**src/hdl/alt_pkg.sv**
```systemverilog
// Shared types and codes for the array list table.
// Holds the request and response transactions, the cell command and the FSM states.
// No dependencies.
package alt_pkg;

   typedef enum logic [1:0] {
      OP_INSERT = 2'd0,
      OP_DELETE = 2'd1,
      OP_FIND   = 2'd2,
      OP_UNUSED = 2'd3
   } op_type;

   typedef enum logic [2:0] {
      ST_OK       = 3'd0,
      ST_FULL     = 3'd1,
      ST_ILLEGAL  = 3'd2,
      ST_EMPTY    = 3'd3,
      ST_NOTFOUND = 3'd4
   } status_type;

   typedef struct packed {
      op_type             op;
      logic signed [31:0] value;
      logic [4:0]         position;
   } req_type;

   typedef struct packed {
      status_type status;
      logic [3:0] found_position;
      logic [4:0] entry_count;
   } rsp_type;

   typedef enum logic [2:0] {
      CA_HOLD    = 3'd0,
      CA_INSERT  = 3'd1,
      CA_DELETE  = 3'd2,
      CA_COMPARE = 3'd3,
      CA_SHIFT   = 3'd4
   } cell_action_type;

   typedef struct packed {
      cell_action_type action;
      logic [31:0]     value;
      logic [4:0]      position;
   } cell_cmd_type;

   typedef enum logic {
      S_IDLE = 1'b0,
      S_SCAN = 1'b1
   } state_type;

endpackage

```
**src/hdl/alt_cell.sv**
```systemverilog
// One storage cell of the array list table: one entry and one match flag.
// Entries from both sides, match flag from the right. Depends on alt_pkg.
module alt_cell #(
   parameter int INDEX = 0,
   parameter int CNT_W = 5
) (
   input  logic                  clock,
   input  logic                  reset,
   input  alt_pkg::cell_cmd_type cmd,
   input  logic [CNT_W-1:0]      count,
   input  logic [31:0]           left_entry,
   input  logic [31:0]           right_entry,
   input  logic                  right_match,
   output logic [31:0]           entry,
   output logic                  match
);

   localparam int CMP_W = (CNT_W > 5) ? CNT_W : 5;
   localparam logic [CMP_W-1:0] IDX = CMP_W'(INDEX);

   logic [31:0]      entry_ff;
   logic [31:0]      entry_in;
   logic             match_ff;
   logic             match_in;
   logic [CMP_W-1:0] pos_ext;
   logic [CMP_W-1:0] cnt_ext;

   assign pos_ext = CMP_W'(cmd.position);
   assign cnt_ext = CMP_W'(count);

   always_comb begin
      entry_in = entry_ff;
      match_in = match_ff;
      unique case (cmd.action)
         alt_pkg::CA_INSERT: begin
            // take the left neighbor above the slot, the new value at it
            if (IDX > pos_ext) begin
               entry_in = left_entry;
            end else if (IDX == pos_ext) begin
               entry_in = cmd.value;
            end
         end
         alt_pkg::CA_DELETE: begin
            if (IDX >= pos_ext) begin
               entry_in = right_entry;
            end
         end
         alt_pkg::CA_COMPARE: begin
            // only live entries may match
            match_in = (entry_ff == cmd.value) && (IDX < cnt_ext);
         end
         alt_pkg::CA_SHIFT: begin
            match_in = right_match;
         end
         default: begin
         end
      endcase
   end

   always_ff @(posedge clock) begin
      entry_ff <= entry_in;
   end

   always_ff @(posedge clock) begin
      if (reset) begin
         match_ff <= 1'b0;
      end else begin
         match_ff <= match_in;
      end
   end

   assign entry = entry_ff;
   assign match = match_ff;

endmodule

```
**src/hdl/array_list_table.sv**
```systemverilog
// Top level of the array list table: a row of alt_cell storage cells and the
// request FSM. Depends on alt_pkg and alt_cell.
//
// Usage:
//   A request transaction (req_data: op, value, position) is taken on a rising
//   edge where start is high and busy is low. Every request gives exactly one
//   response transaction on rsp_data, shown for one cycle with rsp_valid high.
//   The receiver cannot stall; it must sample rsp_data whenever rsp_valid is high.
// Throughput and find scan:
//   Insert, delete and the unused op answer in the cycle after acceptance and
//   keep busy low, so one of them can be taken every cycle while no find scan
//   runs. Every cell moves its entry to its neighbor in the same cycle, which
//   sets that figure. Find compares all cells in parallel in the accept cycle,
//   then shifts the match flags down the row one cell per cycle and watches
//   cell 0; busy is high during the scan. On an empty list find answers in the
//   cycle after acceptance. The flag shift sets how long a find scan lasts.
// Reset:
//   Synchronous, active high. The list is empty afterwards; entries stay
//   undefined until written and are never read before that.
module array_list_table #(
   parameter int CAPACITY = 16
) (
   input  logic             clock,
   input  logic             reset,
   input  logic             start,
   output logic             busy,
   input  alt_pkg::req_type req_data,
   output logic             rsp_valid,
   output alt_pkg::rsp_type rsp_data
);

   localparam int CNT_W = $clog2(CAPACITY + 1);
   localparam int IDX_W = $clog2(CAPACITY);
   localparam int CMP_W = (CNT_W > 5) ? CNT_W : 5;

   alt_pkg::state_type    state_ff;
   alt_pkg::state_type    state_in;
   logic [CNT_W-1:0]      count_ff;
   logic [CNT_W-1:0]      count_in;
   logic [IDX_W-1:0]      scan_idx_ff;
   logic [IDX_W-1:0]      scan_idx_in;
   logic                  rsp_valid_ff;
   logic                  rsp_valid_in;
   alt_pkg::rsp_type      rsp_ff;
   alt_pkg::rsp_type      rsp_in;
   alt_pkg::cell_cmd_type cell_cmd;

   logic                  accept;
   logic [CMP_W-1:0]      pos_ext;
   logic [CMP_W-1:0]      cnt_ext;
   logic [CMP_W-1:0]      idx_ext;
   logic [CMP_W-1:0]      cnt_out;

   logic [31:0]           entry_w [CAPACITY];
   logic [CAPACITY-1:0]   match_w;

   assign busy    = (state_ff == alt_pkg::S_SCAN);
   assign accept  = start && !busy;
   assign pos_ext = CMP_W'(req_data.position);
   assign cnt_ext = CMP_W'(count_ff);
   assign idx_ext = CMP_W'(scan_idx_ff);
   assign cnt_out = CMP_W'(count_in);

   // Row of cells: each takes its left neighbor on insert, its right on delete,
   // and its right neighbor's match flag during a scan.
   for (genvar i = 0; i < CAPACITY; i++) begin : g_cell
      logic [31:0] left_w;
      logic [31:0] right_w;
      logic        right_match_w;

      if (i == 0) begin : g_first
         assign left_w = req_data.value;
      end else begin : g_mid_l
         assign left_w = entry_w[i-1];
      end

      if (i == CAPACITY - 1) begin : g_last
         assign right_w       = '0;
         assign right_match_w = 1'b0;
      end else begin : g_mid_r
         assign right_w       = entry_w[i+1];
         assign right_match_w = match_w[i+1];
      end

      alt_cell #(
         .INDEX (i),
         .CNT_W (CNT_W)
      ) u_cell (
         .clock       (clock),
         .reset       (reset),
         .cmd         (cell_cmd),
         .count       (count_ff),
         .left_entry  (left_w),
         .right_entry (right_w),
         .right_match (right_match_w),
         .entry       (entry_w[i]),
         .match       (match_w[i])
      );
   end

   // Next state
   always_comb begin
      state_in = state_ff;
      unique case (state_ff)
         alt_pkg::S_IDLE: begin
            if (accept && (req_data.op == alt_pkg::OP_FIND) && (count_ff != '0)) begin
               state_in = alt_pkg::S_SCAN;
            end
         end
         alt_pkg::S_SCAN: begin
            if (match_w[0] || ((idx_ext + CMP_W'(1)) == cnt_ext)) begin
               state_in = alt_pkg::S_IDLE;
            end
         end
         default: begin
            state_in = alt_pkg::S_IDLE;
         end
      endcase
   end

   // Outputs: cell command, count, scan index and the response
   always_comb begin
      cell_cmd.action   = alt_pkg::CA_HOLD;
      cell_cmd.value    = req_data.value;
      cell_cmd.position = req_data.position;
      count_in          = count_ff;
      scan_idx_in       = scan_idx_ff;
      rsp_valid_in      = 1'b0;
      rsp_in.status     = alt_pkg::ST_OK;
      rsp_in.found_position = '0;
      unique case (state_ff)
         alt_pkg::S_IDLE: begin
            if (accept) begin
               rsp_valid_in = 1'b1;
               unique case (req_data.op)
                  alt_pkg::OP_INSERT: begin
                     // fullness is checked before the position
                     if (count_ff == CNT_W'(CAPACITY)) begin
                        rsp_in.status = alt_pkg::ST_FULL;
                     end else if (pos_ext > cnt_ext) begin
                        rsp_in.status = alt_pkg::ST_ILLEGAL;
                     end else begin
                        cell_cmd.action = alt_pkg::CA_INSERT;
                        count_in        = count_ff + CNT_W'(1);
                     end
                  end
                  alt_pkg::OP_DELETE: begin
                     if (pos_ext >= cnt_ext) begin
                        rsp_in.status = alt_pkg::ST_EMPTY;
                     end else begin
                        cell_cmd.action = alt_pkg::CA_DELETE;
                        count_in        = count_ff - CNT_W'(1);
                     end
                  end
                  alt_pkg::OP_FIND: begin
                     // empty list: answer at once, otherwise start the scan
                     if (count_ff == '0) begin
                        rsp_in.status = alt_pkg::ST_NOTFOUND;
                     end else begin
                        rsp_valid_in    = 1'b0;
                        cell_cmd.action = alt_pkg::CA_COMPARE;
                        scan_idx_in     = '0;
                     end
                  end
                  default: begin
                  end
               endcase
            end
         end
         alt_pkg::S_SCAN: begin
            if (match_w[0]) begin
               rsp_valid_in          = 1'b1;
               rsp_in.found_position = idx_ext[3:0];
            end else if ((idx_ext + CMP_W'(1)) == cnt_ext) begin
               rsp_valid_in  = 1'b1;
               rsp_in.status = alt_pkg::ST_NOTFOUND;
            end else begin
               cell_cmd.action = alt_pkg::CA_SHIFT;
               scan_idx_in     = scan_idx_ff + IDX_W'(1);
            end
         end
         default: begin
         end
      endcase
      rsp_in.entry_count = cnt_out[4:0];
   end

   always_ff @(posedge clock) begin
      if (reset) begin
         state_ff     <= alt_pkg::S_IDLE;
         count_ff     <= '0;
         scan_idx_ff  <= '0;
         rsp_valid_ff <= 1'b0;
      end else begin
         state_ff     <= state_in;
         count_ff     <= count_in;
         scan_idx_ff  <= scan_idx_in;
         rsp_valid_ff <= rsp_valid_in;
      end
   end

   // Hold the response payload; only the strobe needs reset
   always_ff @(posedge clock) begin
      rsp_ff <= rsp_in;
   end

   assign rsp_valid = rsp_valid_ff;
   assign rsp_data  = rsp_ff;

   // Count never goes beyond the capacity
   a_count_bound: assert property (@(posedge clock) disable iff (reset)
      count_ff <= CNT_W'(CAPACITY))
      else $error("entry count above capacity");

   // Any accepted request other than find answers in the next cycle
   a_quick_rsp: assert property (@(posedge clock) disable iff (reset)
      (accept && (req_data.op != alt_pkg::OP_FIND)) |=> rsp_valid)
      else $error("missing response for a non-find request");

   // A response always lands back in idle
   a_rsp_idle: assert property (@(posedge clock) disable iff (reset)
      rsp_valid |-> (state_ff == alt_pkg::S_IDLE))
      else $error("response while scan still running");

   // Count moves only after an accepted request
   a_count_stable: assert property (@(posedge clock) disable iff (reset)
      !accept |=> $stable(count_ff))
      else $error("entry count changed without a request");

   // The scan never walks past the live entries
   a_scan_range: assert property (@(posedge clock) disable iff (reset)
      (state_ff == alt_pkg::S_SCAN) |-> (idx_ext < cnt_ext))
      else $error("scan index beyond entry count");

endmodule

```
**config.mk**
```make
export PLATFORM = sky130hd
export DESIGN_NAME = array_list_table
export DESIGN_NICKNAME = d
export VERILOG_FILES = /design/src/hdl/alt_pkg.sv /design/src/hdl/alt_cell.sv /design/src/hdl/array_list_table.sv
export SDC_FILE = /design/constraint.sdc
export NUM_CORES = 2
export LEC_CHECK = 0
export BUFFER_PORTS_ARGS = -buffer_cell sky130_fd_sc_hd__buf_2
export CAP_MARGIN = 5
export CORE_ASPECT_RATIO = 0.6
export CORE_MARGIN = 2
export CORE_UTILIZATION = 60
export CTS_CLUSTER_SIZE = 20
export DETAILED_ROUTE_END_ITERATION = 12
export PLACE_DENSITY = 0.82
export SLEW_MARGIN = 20
export SYNTH_ARGS = -nofsm -noshare
export SYNTH_HDL_FRONTEND = slang
export SYNTH_SLANG_ARGS = --single-unit
```
**constraint.sdc**
```tcl
create_clock -name clock -period 10.2 [get_ports clock]
set_clock_uncertainty 0.15 [all_clocks]
set_input_delay 2.04 -clock clock [delete_from_list [all_inputs] [get_ports clock]]
set_output_delay 2.04 -clock clock [all_outputs]
set_load 0.05 [all_outputs]
```
**Word level (Yosys, flattened, before mapping)**

Index checks and enable logic that the tools add are counted.
W data, S select, Z words.

- Register bits after elaboration: 551
- Input port bits: 42
- Output and inout port bits: 14
- Word-level logic and storage cells: 334

- Add/sub/neg operators: 4
- Order comparisons: 50
- Equal/unequal tests: 76
- Muxes and demuxes: 119
- Bitwise logic cells: 1
- Reduce and logical (&&, ||, !) cells: 45

Operators with widths:

| kind | number |
|---|---|
| $mux W32 | 48 |
| $pmux W32 S2 | 16 |
| $eq A32 B32 Y1 | 16 |
| $ne A3 B1 Y1 const B | 16 |
| $reduce_and A3 Y1 | 16 |
| $eq A4 B5 Y1 const A | 8 |
| $ge A4 B5 Y1 const A | 8 |
| $gt A4 B5 Y1 const A | 8 |
| $lt A4 B5 Y1 const A | 8 |
| $pmux W1 S2 | 18 |
| $ne A2 B1 Y1 const B | 16 |
| $mux W5 | 5 |
| $eq A3 B5 Y1 const A | 4 |
| $ge A3 B5 Y1 const A | 4 |
| $gt A3 B5 Y1 const A | 4 |
| $lt A3 B5 Y1 const A | 4 |
| $mux W4 | 5 |
| $logic_and A1 B1 Y1 | 19 |
| $mux W3 | 6 |
| $mux W2 | 6 |
| $pmux W3 S2 | 2 |
| $eq A2 B5 Y1 const A | 2 |
| $ge A1 B5 Y1 const A | 2 |
| $ge A2 B5 Y1 const A | 2 |
| other kinds (33) | 52 |

**Depth between registers and ports, before layout**

- Depth after elaboration: 9
- Depth in mapped cells: 12
- Depth with buffers taken out: 8

**Hierarchy**

Synthesis repeated with hierarchy kept, for this count alone.

- Cells, all modules: 3221
- Area, all modules: 35027.3 um^2

By module, submodules not included:

| module | times used | cells each | area an instance (um^2) | sequential area each (um^2) |
|---|---|---|---|---|
| alt_cell (g_cell[13].u_cell) | 1 | 196 | 2158.3 | 980.9 |
| alt_cell (g_cell[2].u_cell) | 1 | 195 | 2149.6 | 980.9 |
| alt_cell (g_cell[1].u_cell) | 1 | 193 | 2143.3 | 980.9 |
| alt_cell (g_cell[3].u_cell) | 1 | 194 | 2143.3 | 980.9 |
| alt_cell (g_cell[15].u_cell) | 1 | 195 | 2120.8 | 980.9 |
| alt_cell (g_cell[10].u_cell) | 1 | 197 | 2117.0 | 980.9 |
| alt_cell (g_cell[6].u_cell) | 1 | 194 | 2113.3 | 980.9 |
| alt_cell (g_cell[14].u_cell) | 1 | 193 | 2112.0 | 980.9 |
| alt_cell (g_cell[4].u_cell) | 1 | 197 | 2112.0 | 980.9 |
| alt_cell (g_cell[5].u_cell) | 1 | 196 | 2109.5 | 980.9 |
| alt_cell (g_cell[9].u_cell) | 1 | 195 | 2105.8 | 980.9 |
| alt_cell (g_cell[11].u_cell) | 1 | 195 | 2104.5 | 980.9 |
| alt_cell (g_cell[12].u_cell) | 1 | 195 | 2102.0 | 980.9 |
| alt_cell (g_cell[8].u_cell) | 1 | 194 | 2102.0 | 980.9 |
| 3 more rows | -- | -- | -- | -- |

**Worst setup path before layout**

Ideal clock, no wire load.

- Kind: in2reg
- Start: in req_data[0] (netlist bit)
- End: reg g_cell[11].u_cell.entry_ff[0], enable pin
- Setup time: 470 ps
- Arrival time: 5731 ps
- Data required time: 9580 ps
- Path slack: 3849 ps
- Stages on the path: 8
- Path buffers: 1
- Cell sequence: buf_2 > inv_1 > ha_1 > nor2b_1 > o221ai_4 > nor2_1 > o21ai_2 > a211oi_1

- Word-level cells in the longest chain between the ends: 9
- Elaborated cells on any way between the ends: 17
- Classes of those cells: order compare (4); eq/ne (5); mux (6); reduce/logical (2)

Ends and longest elaborated chain:

| element | line | RTL |
|---|---|---|
| from (decl) | array_list_table.sv:27 | `input alt_pkg::req_type req_data,` |
| $gt A5 B5 Y1 | array_list_table.sv:140 | `end else if (pos_ext > cnt_ext) begin` |
| $mux W1 | array_list_table.sv:140 |  |
| $mux W1 | array_list_table.sv:138 | `if (count_ff == CNT_W'(CAPACITY)) begin` |
| $pmux W2 S3 | array_list_table.sv:135 | `unique case (req_data.op)` |
| $mux W2 | array_list_table.sv:133 | `if (accept) begin` |
| $pmux W3 S2 | array_list_table.sv:131 | `unique case (state_ff)` |
| $eq A3 B1 Y1 / $eq A3 B2 Y1 (equally long branches) | alt_cell.sv:34 | `unique case (cmd.action)` |
| $ne A3 B1 Y1 (no source line) (tied with other cells) | -- |  |
| $reduce_and A3 Y1 (no source line) * | -- |  |
| to (signal assigned) | alt_cell.sv:61 | `entry_ff <= entry_in;` |
| to (decl) | alt_cell.sv:21 | `logic [31:0] entry_ff;` |

Every way passes the cells marked *; elsewhere a longest branch is shown, timed or not.
A chain may end at the register's enable or synchronous reset.

**Worst setup path after layout**

- Start: in req_data[4] (netlist bit)
- End: reg g_cell[4].u_cell.entry_ff[21], data pin

- Word-level cells in the longest chain between the ends: 8
- Elaborated cells on any way between the ends: 13
- Classes of those cells: order compare (3); eq/ne (2); mux (8)

Ends and longest elaborated chain:

| element | line | RTL |
|---|---|---|
| $gt A5 B5 Y1 | array_list_table.sv:140 |  |
| $mux W1 | array_list_table.sv:140 |  |
| $mux W1 | array_list_table.sv:138 |  |
| $pmux W2 S3 | array_list_table.sv:135 |  |
| $mux W2 | array_list_table.sv:133 |  |
| $pmux W3 S2 | array_list_table.sv:131 |  |
| $eq A3 B2 Y1 / $eq A3 B1 Y1 (equally long branches) | alt_cell.sv:34 |  |
| $pmux W32 S2 * | alt_cell.sv:34 |  |
| named net g_cell[4].u_cell.entry_in[21] | alt_cell.sv:22 | `logic [31:0] entry_in;` |
| to (signal assigned) | alt_cell.sv:61 |  |
| to (decl) | alt_cell.sv:21 |  |

Mark *: on every way through the listed nets, which the timed path passes. The rest lies on a longest branch.

==> impl_metrics.env <==
export IMPL_status="finished clean"
export IMPL_routabilityCongestion=1.03
export IMPL_use_met2_pct=43.6
export IMPL_cp_start_kind="primary input"
export IMPL_grt_max_degree=250
export IMPL_io_pins=56
export IMPL_crit_arrival_ns=5.35
export IMPL_wl_um=110000
export IMPL_clkTransAtPathRegs_ns=0.07
export IMPL_synth_nets=3410
export IMPL_area_growth_pct=6.50
export IMPL_synth_cell_types=74
export IMPL_ctsHoldBuffers=0
export IMPL_internal_power_uw=3880
export IMPL_cts_buffer_depth=3
export IMPL_grt_overflow=0
export IMPL_power_frac_comb_pct=13.4
export IMPL_fin_ws_ns=5.03
export IMPL_antenna_found_initial=4
export IMPL_async_reset_ff_share_pct=0
export IMPL_netlist_top_cell_by_area="edfxtp_1"
export IMPL_p_clk_share_pct=38.3
export IMPL_cts_root_buf="clkbuf_16"
export IMPL_dieArea_um2=58600
export IMPL_hold_path_class="reg -> reg"
export IMPL_reg2reg_depth=9
export IMPL_max_cap_violations=0
export IMPL_criticalPathCategory="in -> reg"
export IMPL_grt_use_total_pct=36.5
export IMPL_fp_coreArea_um2=55900
export IMPL_final_cell_mix="nand2_1, edfxtp_1, mux2i_1"
export IMPL_powerDensity_nw_per_um2=146
export IMPL_wire_per_inst_um=27.3
export IMPL_ir_worst_vdd_mv=0.119
export IMPL_rows=67
export IMPL_pre_cts_slack_ns=4.28
export IMPL_cts_tree="yes"
export IMPL_met3_usage_pct=21.0
export IMPL_portBuffers=55
export IMPL_tightest_slew_ns=1.26
export IMPL_drv_slew=0
export IMPL_relSlewSlack_pct=15.2
export IMPL_synth_top_area_share_pct=45.2
export IMPL_grt_pass1_vias=24700
export IMPL_drt_initial_drc_count=5014
export IMPL_multi_input_area_um2=16400
export IMPL_ys_dominant_reg_cell="edfxtp_1"
export IMPL_fill_cells=4332
export IMPL_drt_pass1_iter_count=9
export IMPL_nNetsFinal=3278
export IMPL_drc=0
export IMPL_top_usage_layer="met1"
export IMPL_hold_violations=0
export IMPL_rsz0062_at_grt="false"
export IMPL_fin_setup_tns_ns=0
export IMPL_swShare_pct=26.7
export IMPL_die_y_um=188
export IMPL_power_switching_uw=1410
export IMPL_dp_hpwl_um=79100
export IMPL_cts_resized=0
export IMPL_critPathMaxFanout=243
export IMPL_yosysSeqAreaShare_pct=47.5
export IMPL_cp_required_ns=10.38
export IMPL_end_kind="flop"
export IMPL_final_setup_viol_count=0
export IMPL_grtUsageMet1_pct=56.1
export IMPL_fp_dieW_um=311
export IMPL_via_per_inst=6.66
export IMPL_ant_nets=0
export IMPL_grt_pass1_wl_um=161000
export IMPL_clkSinkCount=551
export IMPL_final_period_utilization_pct=50.7
export IMPL_htree_levels=2
export IMPL_post_cts_buffers=0
export IMPL_cpMaxStageDelayCell="buf_4"
export IMPL_clkLatencyLatePin_ns=0.63
export IMPL_seq_area_um2=16200
export IMPL_path_cells="buf_2, ha_1, nand4_1, o221ai_4, nor3_4, buf_4, buf_12, o21ai_0"
export IMPL_max_clock_freq_mhz=193
export IMPL_seq_power_share_pct=48.2
export IMPL_slowest_delay_ns=0.67
export IMPL_layout_commonest_cell="nand2_1"
export IMPL_synth_edf_count=512
export IMPL_ys_warn_count=0
export IMPL_synth_area_per_cell_um2=10.1
export IMPL_p_leak_uw=0.0123
export IMPL_synth_area_leaders="edfxtp_1, mux2i_1, xnor2_1, nand2_1, xor2_1"
export IMPL_initial_core_util_pct=60.8
export IMPL_vias=26800
export IMPL_netlist_area_um2=34000
export IMPL_min_period_ns=5.17
export IMPL_synth_seq_cells=551
export IMPL_whs_path_depth=1
export IMPL_cts_buffers_inserted=52
export IMPL_netlist_instances=3358
export IMPL_drive_gt1_share_pct=7.78
per-layer routing:
| layer | vias to the layer above | wire, um |
|---|---|---|
| li1 | 11600 | - |
| met1 | 13000 | 45900 |
| met2 | 2032 | 39700 |
| met3 | 133 | 22300 |
| met4 | 4 | 1640 |
| met5 | - | 123 |
synth_stat cells (14+ instances only):
library cell	n
nand2_1	652
edfxtp_1	512
mux2i_1	423
o21ai_0	316
xnor2_1	297
xor2_1	220
buf_2	177
clkbuf_1	114
o21ai_1	114
nand4_1	90
nor4_1	71
nor2_1	59
a21oi_1	47
dfxtp_1	39
a31oi_1	38
nand3_1	17
buf_4	14
inv_1	14
stage by stage:
step | power (uW) | cells | area, um^2 | utilization [%] | hold slack, ns
CTS | 5250 | 4021 | 36100 | 64.6 | 0.350
global placement | 3250 | 3928 | 34400 | 61.5 | 0.331
global route | 5400 | 4023 | 36200 | 64.7 | 0.363
floorplan | 3070 | 3358 | 34000 | - | 0.314
detailed placement | 3270 | 3929 | 34400 | 61.6 | 0.334
finish | 5290 | 4025 | 36200 | 64.7 | 0.350
kinds of logic (layout without fill, tap and decap cells):
logic type	count (synthesis)	count (layout)	synth area share, %
compound gates	568	568	9.23
xor+xnor	517	517	13.3
fa+ha+maj	11	11	0.401
buf+inv	331	237	4.62
flops	551	551	47.5
mux	424	424	12.5
other cells	0	2	0
simple gates	956	956	12.4
worst max-delay path, delay by kind of cell:
family	cells	cell delay, ns
simple gates	2	0.45
compound gates	2	0.50
buf+inv	3	1.71
fa+ha+maj	1	0.36
worst paths after layout:
| check | slack [ns] | startpoint | endpoint |
|---|---|---|---|
| min reg2reg | 0.35 | g_cell[15].u_cell.match$_SDFFE_PP0P_ | g_cell[15].u_cell.match$_SDFFE_PP0P_ |
| max | 5.03 | req_data[4] | g_cell[4].u_cell.entry[21]$_DFFE_PP_ |
| max reg2reg | 6.09 | cnt_ext[3]$_SDFF_PP0_ | g_cell[4].u_cell.entry[21]$_DFFE_PP_ |
| min | 0.35 | g_cell[15].u_cell.match$_SDFFE_PP0P_ | g_cell[15].u_cell.match$_SDFFE_PP0P_ |
layout make-up:
cell class	instances	share of cell area, %
multi-input cells	2476	45.4
clock buffers	75	4.06
inverters	16	0.166
well taps	759	2.62
diodes	2	0.0138
repair buffers	129	2.53
clock inverters	17	0.591
flip-flops and latches	551	44.6
flip-flops by register name, indices dropped and copies added (netlist names):
signal and flops:
cnt_ext 5, rsp_valid 1, rsp_data 12, g_cell.u_cell.match 16, g_cell.u_cell.entry 512, scan_idx_ff 4
busy 1
power groups by stage:
stage / combinational (uW) / sequential (uW) / clock, uW
final: 711 / 2550 / 2030
after global routing: 744 / 2550 / 2110
after CTS: 674 / 2550 / 2020
after detailed placement: 670 / 2600 / 0
after global placement: 646 / 2600 / 0
after floorplan: 471 / 2600 / 0
No activity file was read; power rests on OpenSTA's default activity.
